--- config.mk ---
export PLATFORM = sky130hd
export DESIGN_NAME = addressed_text_command_decoder_top
export DESIGN_NICKNAME = d
export VERILOG_FILES = /design/src/atcd_pkg.sv /design/src/atcd_front.sv /design/src/atcd_queue.sv /design/src/atcd_back.sv /design/src/addressed_text_command_decoder_top.sv
export SDC_FILE = /design/constraint.sdc
export NUM_CORES = 1
export LEC_CHECK = 0
export ABC_AREA = 1
export BUFFER_PORTS_ARGS = -buffer_cell sky130_fd_sc_hd__buf_2
export CORE_MARGIN = 3
export CORE_UTILIZATION = 45
export CTS_BUF_LIST = sky130_fd_sc_hd__clkbuf_16
export DETAILED_ROUTE_END_ITERATION = 10
export GPL_TIMING_DRIVEN = 1
export PLACE_DENSITY = 0.65
export SYNTH_ARGS = -nofsm -noshare
export SYNTH_HDL_FRONTEND = slang
export SYNTH_SLANG_ARGS = --single-unit
export TNS_END_PERCENT = 100
--- constraint.sdc ---
create_clock -name clk -period 3 [get_ports clk]
set_clock_uncertainty 0.15 [all_clocks]
set_input_delay 0.3 -clock clk [delete_from_list [all_inputs] [get_ports clk]]
set_output_delay 0.3 -clock clk [all_outputs]
set_load 0.005 [all_outputs]
--- src/atcd_pkg.sv ---
// types, codes and keyword matcher shared by the decoder modules
package atcd_pkg;

  // configuration register indexes
  localparam logic REG_ID_FIRST  = 1'b0;
  localparam logic REG_ID_SECOND = 1'b1;

  localparam logic [7:0] ID_FIRST_RESET  = 8'd82;
  localparam logic [7:0] ID_SECOND_RESET = 8'd50;

  // command kinds on the result channel
  localparam logic [1:0] KIND_SET_SPEED = 2'd0;
  localparam logic [1:0] KIND_STOP      = 2'd1;
  localparam logic [1:0] KIND_STATUS    = 2'd2;

  // keyword matcher positions
  localparam logic [3:0] KW_NONE   = 4'd0;
  localparam logic [3:0] KW_S      = 4'd1;
  localparam logic [3:0] KW_SP     = 4'd2;
  localparam logic [3:0] KW_SPD    = 4'd3;
  localparam logic [3:0] KW_NUMBER = 4'd4;
  localparam logic [3:0] KW_ST     = 4'd5;
  localparam logic [3:0] KW_STO    = 4'd6;
  localparam logic [3:0] KW_STOP   = 4'd7;
  localparam logic [3:0] KW_STA    = 4'd8;
  localparam logic [3:0] KW_STAT   = 4'd9;
  localparam logic [3:0] KW_STATU  = 4'd10;
  localparam logic [3:0] KW_STATUS = 4'd11;
  localparam logic [3:0] KW_DEAD   = 4'd15;

  // number parser phases
  localparam logic [1:0] NP_BLANK  = 2'd0;
  localparam logic [1:0] NP_SIGN   = 2'd1;
  localparam logic [1:0] NP_DIGITS = 2'd2;
  localparam logic [1:0] NP_DONE   = 2'd3;

  localparam logic [8:0] MAG_SAT   = 9'd256;
  localparam logic [8:0] MAG_MAX   = 9'd255;

  // one classified received byte
  typedef struct packed {
    logic [7:0] data;
    logic       eol;
    logic       nul;
    logic       blank;
    logic       is_digit;
    logic [3:0] digit;
    logic       plus;
    logic       minus;
  } token_t;

  // queue head as seen by the back end
  typedef struct packed {
    logic   valid;
    token_t tok;
  } queue_head_t;

  function automatic logic [3:0] keyword_next(input logic [3:0] k, input logic [7:0] b);
    logic [3:0] n;
    n = KW_DEAD;
    unique case (k)
      KW_NONE:  n = (b == "S") ? KW_S : KW_DEAD;
      KW_S:     n = (b == "P") ? KW_SP : ((b == "T") ? KW_ST : KW_DEAD);
      KW_SP:    n = (b == "D") ? KW_SPD : KW_DEAD;
      KW_SPD:   n = (b == ":") ? KW_NUMBER : KW_DEAD;
      KW_ST:    n = (b == "O") ? KW_STO : ((b == "A") ? KW_STA : KW_DEAD);
      KW_STO:   n = (b == "P") ? KW_STOP : KW_DEAD;
      KW_STA:   n = (b == "T") ? KW_STAT : KW_DEAD;
      KW_STAT:  n = (b == "U") ? KW_STATU : KW_DEAD;
      KW_STATU: n = (b == "S") ? KW_STATUS : KW_DEAD;
      default:  n = KW_DEAD;
    endcase
    return n;
  endfunction

endpackage

--- src/atcd_front.sv ---
// input side: takes received bytes and classifies them for the queue
module atcd_front (
  input  logic                 in_valid,
  input  logic [7:0]           in_rx_byte,
  input  logic                 queue_full,
  output logic                 in_stall,
  output logic                 push,
  output atcd_pkg::token_t     push_tok
);

  assign in_stall = queue_full;
  assign push     = in_valid && !queue_full;

  always_comb begin
    push_tok.data     = in_rx_byte;
    push_tok.eol      = (in_rx_byte == 8'h0A) || (in_rx_byte == 8'h0D);
    push_tok.nul      = (in_rx_byte == 8'h00);
    push_tok.blank    = (in_rx_byte == " ") || (in_rx_byte == 8'h09) ||
                        (in_rx_byte == 8'h0B) || (in_rx_byte == 8'h0C);
    push_tok.is_digit = (in_rx_byte >= "0") && (in_rx_byte <= "9");
    push_tok.digit    = 4'(in_rx_byte - 8'h30);
    push_tok.plus     = (in_rx_byte == "+");
    push_tok.minus    = (in_rx_byte == "-");
  end

endmodule

--- src/atcd_queue.sv ---
// two-entry queue between the classifier and the line decoder
module atcd_queue (
  input  logic                  clk,
  input  logic                  rst_n,
  input  logic                  push,
  input  atcd_pkg::token_t      push_tok,
  input  logic                  pop,
  output logic                  full,
  output atcd_pkg::queue_head_t head
);

  atcd_pkg::token_t entry_r [2];
  logic       wr_ptr_r, wr_ptr_nxt;
  logic       rd_ptr_r, rd_ptr_nxt;
  logic [1:0] count_r, count_nxt;

  assign full       = (count_r == 2'd2);
  assign head.valid = (count_r != 2'd0);
  assign head.tok   = entry_r[rd_ptr_r];

  always_comb begin
    wr_ptr_nxt = push ? ~wr_ptr_r : wr_ptr_r;
    rd_ptr_nxt = pop ? ~rd_ptr_r : rd_ptr_r;
    count_nxt  = count_r;
    if (push && !pop) begin
      count_nxt = count_r + 2'd1;
    end else if (pop && !push) begin
      count_nxt = count_r - 2'd1;
    end
  end

  always_ff @(posedge clk) begin
    if (!rst_n) begin
      wr_ptr_r <= 1'b0;
      rd_ptr_r <= 1'b0;
      count_r  <= 2'd0;
    end else begin
      wr_ptr_r <= wr_ptr_nxt;
      rd_ptr_r <= rd_ptr_nxt;
      count_r  <= count_nxt;
    end
  end

  always_ff @(posedge clk) begin
    if (push) begin
      entry_r[wr_ptr_r] <= push_tok;
    end
  end

endmodule

--- src/atcd_back.sv ---
// line decoder: address check, keyword matcher, number parser, result register
module atcd_back #(
  parameter int LINE_LIMIT = 31
) (
  input  logic                  clk,
  input  logic                  rst_n,
  input  atcd_pkg::queue_head_t head,
  input  logic [7:0]            id_first,
  input  logic [7:0]            id_second,
  input  logic                  out_stall,
  output logic                  pop,
  output logic                  out_valid,
  output logic [1:0]            out_command_kind,
  output logic [7:0]            out_speed_value
);

  localparam int CNT_W = $clog2(LINE_LIMIT + 1);

  logic [CNT_W-1:0] count_r, count_nxt;
  logic             addr_r, addr_nxt;
  logic [3:0]       kw_r, kw_nxt;
  logic [1:0]       phase_r, phase_nxt;
  logic [8:0]       mag_r, mag_nxt;
  logic             neg_r, neg_nxt;
  logic             ended_r, ended_nxt;
  logic             out_valid_r, out_valid_nxt;
  logic [1:0]       kind_r;
  logic [7:0]       speed_r;

  logic             res_valid;
  logic [1:0]       res_kind;
  logic [7:0]       res_speed;
  logic [11:0]      mag_acc;
  atcd_pkg::token_t tok;

  assign tok              = head.tok;
  assign pop              = head.valid && (!out_valid_r || !out_stall);
  assign out_valid        = out_valid_r;
  assign out_command_kind = kind_r;
  assign out_speed_value  = speed_r;

  // magnitude times ten plus the new digit
  assign mag_acc = 12'({mag_r, 3'b000}) + 12'({mag_r, 1'b0}) + 12'(tok.digit);

  always_comb begin
    count_nxt = count_r;
    addr_nxt  = addr_r;
    kw_nxt    = kw_r;
    phase_nxt = phase_r;
    mag_nxt   = mag_r;
    neg_nxt   = neg_r;
    ended_nxt = ended_r;
    res_valid = 1'b0;
    res_kind  = atcd_pkg::KIND_SET_SPEED;
    res_speed = 8'd0;
    if (pop) begin
      if (tok.eol) begin
        if (count_r != '0) begin
          if (count_r >= CNT_W'(3) && addr_r) begin
            if (kw_r == atcd_pkg::KW_NUMBER) begin
              if (mag_r <= atcd_pkg::MAG_MAX && (!neg_r || mag_r == 9'd0)) begin
                res_valid = 1'b1;
                res_speed = mag_r[7:0];
              end
            end else if (kw_r == atcd_pkg::KW_STOP) begin
              res_valid = 1'b1;
              res_kind  = atcd_pkg::KIND_STOP;
            end else if (kw_r == atcd_pkg::KW_STATUS) begin
              res_valid = 1'b1;
              res_kind  = atcd_pkg::KIND_STATUS;
            end
          end
          count_nxt = '0;
          addr_nxt  = 1'b1;
          kw_nxt    = atcd_pkg::KW_NONE;
          phase_nxt = atcd_pkg::NP_BLANK;
          mag_nxt   = 9'd0;
          neg_nxt   = 1'b0;
          ended_nxt = 1'b0;
        end
      end else if (count_r < CNT_W'(LINE_LIMIT)) begin
        count_nxt = count_r + CNT_W'(1);
        if (!ended_r) begin
          if (tok.nul) begin
            // nul ends the text; inside the address it spoils the match
            ended_nxt = 1'b1;
            if (count_r < CNT_W'(3)) begin
              addr_nxt = 1'b0;
            end
          end else if (count_r == CNT_W'(0)) begin
            addr_nxt = addr_r && (tok.data == id_first);
          end else if (count_r == CNT_W'(1)) begin
            addr_nxt = addr_r && (tok.data == id_second);
          end else if (count_r == CNT_W'(2)) begin
            addr_nxt = addr_r && (tok.data == ":");
          end else if (kw_r == atcd_pkg::KW_NUMBER) begin
            unique case (phase_r)
              atcd_pkg::NP_BLANK: begin
                if (tok.blank) begin
                  phase_nxt = atcd_pkg::NP_BLANK;
                end else if (tok.plus) begin
                  phase_nxt = atcd_pkg::NP_SIGN;
                end else if (tok.minus) begin
                  neg_nxt   = 1'b1;
                  phase_nxt = atcd_pkg::NP_SIGN;
                end else if (tok.is_digit) begin
                  mag_nxt   = 9'(tok.digit);
                  phase_nxt = atcd_pkg::NP_DIGITS;
                end else begin
                  phase_nxt = atcd_pkg::NP_DONE;
                end
              end
              atcd_pkg::NP_SIGN: begin
                if (tok.is_digit) begin
                  mag_nxt   = 9'(tok.digit);
                  phase_nxt = atcd_pkg::NP_DIGITS;
                end else begin
                  phase_nxt = atcd_pkg::NP_DONE;
                end
              end
              atcd_pkg::NP_DIGITS: begin
                if (tok.is_digit) begin
                  mag_nxt = (mag_acc > 12'(atcd_pkg::MAG_SAT)) ? atcd_pkg::MAG_SAT
                                                               : mag_acc[8:0];
                end else begin
                  phase_nxt = atcd_pkg::NP_DONE;
                end
              end
              default: phase_nxt = phase_r;
            endcase
          end else begin
            kw_nxt = atcd_pkg::keyword_next(kw_r, tok.data);
          end
        end
      end
    end
    // result slot frees when taken, refills on the same edge
    out_valid_nxt = pop ? res_valid : (out_valid_r && out_stall);
  end

  always_ff @(posedge clk) begin
    if (!rst_n) begin
      count_r     <= '0;
      addr_r      <= 1'b1;
      kw_r        <= atcd_pkg::KW_NONE;
      phase_r     <= atcd_pkg::NP_BLANK;
      mag_r       <= 9'd0;
      neg_r       <= 1'b0;
      ended_r     <= 1'b0;
      out_valid_r <= 1'b0;
    end else begin
      count_r     <= count_nxt;
      addr_r      <= addr_nxt;
      kw_r        <= kw_nxt;
      phase_r     <= phase_nxt;
      mag_r       <= mag_nxt;
      neg_r       <= neg_nxt;
      ended_r     <= ended_nxt;
      out_valid_r <= out_valid_nxt;
    end
  end

  always_ff @(posedge clk) begin
    if (pop && res_valid) begin
      kind_r  <= res_kind;
      speed_r <= res_speed;
    end
  end

endmodule

--- src/addressed_text_command_decoder_top.sv ---
// top level of the addressed text command decoder
//
// Bytes of a text stream enter on in_valid/in_rx_byte; a transaction takes
// place at a rising edge with in_valid high and in_stall low. Lines end at
// CR or LF; only the first LINE_LIMIT bytes of a line count. A line reading
// <id1><id2>:SPD:<n>, :STOP or :STATUS yields one command on out_valid,
// out_command_kind and out_speed_value, taken when out_stall is low.
// The two address characters are written through cfg_wr_en/cfg_index/cfg_data;
// the user must do so only while the block is idle; the block does not enforce it.
// Throughput: one byte per cycle while the result side does not stall, set by
// the line decoder, which updates its matcher state once per byte popped from
// the two-entry queue. With the queue empty, the line-ending byte is written into
// the queue, then popped by the line decoder, which loads its result register.
// While out_stall holds a command, the queue still takes up to two more
// bytes, then in_stall rises until the command is taken.
// Synchronous reset (rst_n low) empties the queue, drops any pending
// command, clears the line state and loads address "R2".
module addressed_text_command_decoder_top #(
  parameter int LINE_LIMIT = 31
) (
  input  logic       clk,
  input  logic       rst_n,
  input  logic       in_valid,
  output logic       in_stall,
  input  logic [7:0] in_rx_byte,
  output logic       out_valid,
  input  logic       out_stall,
  output logic [1:0] out_command_kind,
  output logic [7:0] out_speed_value,
  input  logic       cfg_wr_en,
  input  logic       cfg_index,
  input  logic [7:0] cfg_data
);

  logic                  push;
  logic                  pop;
  logic                  queue_full;
  atcd_pkg::token_t      push_tok;
  atcd_pkg::queue_head_t head;
  logic [7:0]            id_first_r, id_first_nxt;
  logic [7:0]            id_second_r, id_second_nxt;

  always_comb begin
    id_first_nxt  = id_first_r;
    id_second_nxt = id_second_r;
    if (cfg_wr_en) begin
      unique case (cfg_index)
        atcd_pkg::REG_ID_FIRST:  id_first_nxt  = cfg_data;
        atcd_pkg::REG_ID_SECOND: id_second_nxt = cfg_data;
        default: id_first_nxt = id_first_r;
      endcase
    end
  end

  always_ff @(posedge clk) begin
    if (!rst_n) begin
      id_first_r  <= atcd_pkg::ID_FIRST_RESET;
      id_second_r <= atcd_pkg::ID_SECOND_RESET;
    end else begin
      id_first_r  <= id_first_nxt;
      id_second_r <= id_second_nxt;
    end
  end

  atcd_front u_front (
    .in_valid   (in_valid),
    .in_rx_byte (in_rx_byte),
    .queue_full (queue_full),
    .in_stall   (in_stall),
    .push       (push),
    .push_tok   (push_tok)
  );

  atcd_queue u_queue (
    .clk      (clk),
    .rst_n    (rst_n),
    .push     (push),
    .push_tok (push_tok),
    .pop      (pop),
    .full     (queue_full),
    .head     (head)
  );

  atcd_back #(
    .LINE_LIMIT (LINE_LIMIT)
  ) u_back (
    .clk              (clk),
    .rst_n            (rst_n),
    .head             (head),
    .id_first         (id_first_r),
    .id_second        (id_second_r),
    .out_stall        (out_stall),
    .pop              (pop),
    .out_valid        (out_valid),
    .out_command_kind (out_command_kind),
    .out_speed_value  (out_speed_value)
  );

endmodule

==> out/qor.txt <==
drt initial violations: 212
fraction of registers with async set/reset: 0%
Synth Net Count: 713
critical path launch point type: register
YS warnings: 0
CTS buffer count: 9
post-DR vias/cell: 5.09
Final Hold Fails: 0
Fmax: 351 MHz
fin util: 55.5%
Seq/Total Area, Yosys: 41.0%
Unique masters post-synth: 40
chip width: 111 µm
# diodes: 0
status: finished clean
post-layout minimum cycle time: 2.85 ns
clk sink count: 83
final setup vio count: 0
# port buffers: 33
worst-skew pair later-pin latency: 0.33 ns
share of layout cells above drive strength 1: 17.1%
clk root buf: clkbuf_16
total number of vias: 4406
transition time of the tightest slew-check pin: 1.21 ns
Setup crit end kind: register
chip height: 111 µm
Crit path arrival time: 2.96 ns
Avg WL per Cell: 13.1 µm
Final HPWL DP: 8550 µm
initial core utilization: 47.2%
Ports: 34
slack of the critical path: 0.153 ns
initial antenna violation count: 0
CTS tree: built
Layout area overhead: 17.6%
WP data required: 3.11 ns
post-placement setup slack: -0.0252 ns
GPL Wtd Cong: 0.985
# hold bufs at CTS: 0
Max Fanout on Critical Path: 6
most common cell after layout, fill and taps aside: nand2_1
Area after DPL: 5410 µm²
Post-Syn Area: 4990 µm²
vias in the first global route: 4042
Pleak: 2.68 nW
Min-Delay Path Class: in2reg
filler cell count: 991
clock-pin transition on the worst setup and hold timing paths: 0.07 ns
final period utilization: 94.9%
Crit Path Class: reg2reg
Post-Syn Area per Cell: 7.51 µm²
post-route insts no fill: 865
EDFF count, synth: 38
Fin Setup TNS: 0 ns
synthesized flop and latch total: 83
largest net degree at the start of global routing: 27
Nets: 773
GRT Util Overall: 18.2%
Final Slew Violations: 0
core area: 10600 µm²
GRT overflow: 0
Post-DRT Antenna Nets: 0
Max Cap Violations: 0
Synth Instances: 664
Pwr Density: 774 nW/µm²
Worst IR Drop VDD: 0.381 mV
Cells after DPL: 843
Finished Cell Area: 5860 µm²
clk buf depth: 2
Slew headroom: 19.2%
RSZ-0062 raised after global routing: true
# rows: 37
Die ar.: 12400 µm²
commonest non-fill, non-tap cells in the layout: nand2_1 (157), inv_1 (100), nor2_1 (72)
Post-Route WL: 11400 µm
H-tree Lvls: 3
top_reg_cell synth: dfxtp_1
first-pass detailed-route iteration total: 5
DRC violations left: 0
first-pass GRT wire length: 18800 µm
-- power breakdown --
group	internal (mW)	total [mW]	switching (mW)
logic	0.705	1.94	1.23
registers	1.35	1.48	0.124
clock network	0.651	1.12	0.473
-- final timing paths --
path / start / to / slack, ns / depth (start not counted)
worst max-delay path: u_queue.entry_r[0][13] / u_back.mag_r[7] / 0.15 / 16
worst min-delay path: in_rx_byte[6] / u_queue.entry_r[0][16] / 0.02 / 1
worst max register to register: u_queue.entry_r[0][13] / u_back.mag_r[7] / 0.15 / 16
worst min register to register: u_back.addr_r / u_back.addr_r / 0.30 / 2
-- cell usage after synthesis (4+ instances only) --
library cell | instances | area, µm²
a21oi_1 | 51 | 255
clkbuf_1 | 5 | 18.8
dfxtp_1 | 45 | 901
edfxtp_1 | 38 | 1140
ha_1 | 25 | 313
inv_1 | 101 | 379
inv_2 | 4 | 15.0
nand2_1 | 162 | 608
nand2_2 | 6 | 37.5
nand3_1 | 35 | 175
nand3b_1 | 6 | 45.0
nand4_1 | 6 | 37.5
nor2_1 | 76 | 285
nor3_1 | 11 | 55.1
nor4_1 | 4 | 25.0
o211ai_1 | 5 | 37.5
o21ai_0 | 35 | 175
o21ai_1 | 4 | 20.0
xor2_1 | 12 | 105
-- per-stage QoR --
| step | power [mW] | hold slack [ns] |
|---|---|---|
| 2_1_floorplan | 2.87 | 0.249 |
| 3_3_place_gp | 3.29 | 0.287 |
| 3_5_place_dp | 3.33 | 0.287 |
| 4_1_cts | 4.47 | 0.0123 |
| 5_1_grt | 4.90 | 0.0235 |
| 6_report | 4.54 | 0.0202 |
-- kinds of logic after synthesis --
group           Yosys count  synth area share (%)
flops                    83                  41.0
mux                       2                 0.402
buf+inv                 115                  9.23
fa+ha+maj                27                  7.08
compound gates          107                  12.3
xor+xnor                 13                  2.28
simple gates            317                  27.7
-- cell type report --
| type | instances | area [µm²] | area share, % |
|---|---|---|---|
| multi-input combinational | 466 | 2580 | 44.1 |
| sequential | 83 | 2050 | 34.9 |
| inverter | 106 | 403 | 6.87 |
| timing repair buffer | 58 | 357 | 6.08 |
| clock buffer | 9 | 225 | 3.84 |
| tap | 136 | 170 | 2.90 |
| clock inverter | 7 | 76.3 | 1.30 |
-- worst max-delay path: stages (launching register included) --
cell and delay, ns:
edfxtp_1 0.41, o21ai_4 0.18, fa_1 0.47, fa_2 0.42, inv_2 0.07, nand2_1 0.05, nand2_1 0.08, nand2_1 0.05
nor2_1 0.12, nand2_1 0.05, nor2_1 0.09, nand2_1 0.06, nand2_2 0.11, nand3_4 0.12, nor2_2 0.12, nand3_1 0.07
a21oi_1 0.15
-- timing repair --
action,CTS,global route
setup buffers,0,6
pin swaps,0,16
endpoints found under the setup margin,8,9
resized for setup,1,29
-- metal layers --
| metal | GRT usage, % | vias to the layer above | share of wire (%) | wire length (µm) |
|---|---|---|---|---|
| li1 | - | 2276 | - | - |
| met5 | 0 | - | 0 | 0 |
| met4 | 6.33 | 0 | 1.8 | 210 |
| met3 | 2.73 | 15 | 4.9 | 555 |
| met1 | 25.2 | 2004 | 48 | 5410 |
| met2 | 29.2 | 111 | 46 | 5200 |
-- flip-flops by register name, summed over array words and instances, names as in the netlist, 2 cells and up, named ones only --
signal	flops
id_second_r	8
u_back.count_r	5
u_back.out_command_kind	2
u_back.mag_r	9
u_queue.count_r	2
u_back.phase_r	2
u_back.kw_r	4
u_queue.entry_r	28
u_back.out_speed_value	8
id_first_r	8
No activity file was read; power rests on OpenSTA's default activity.
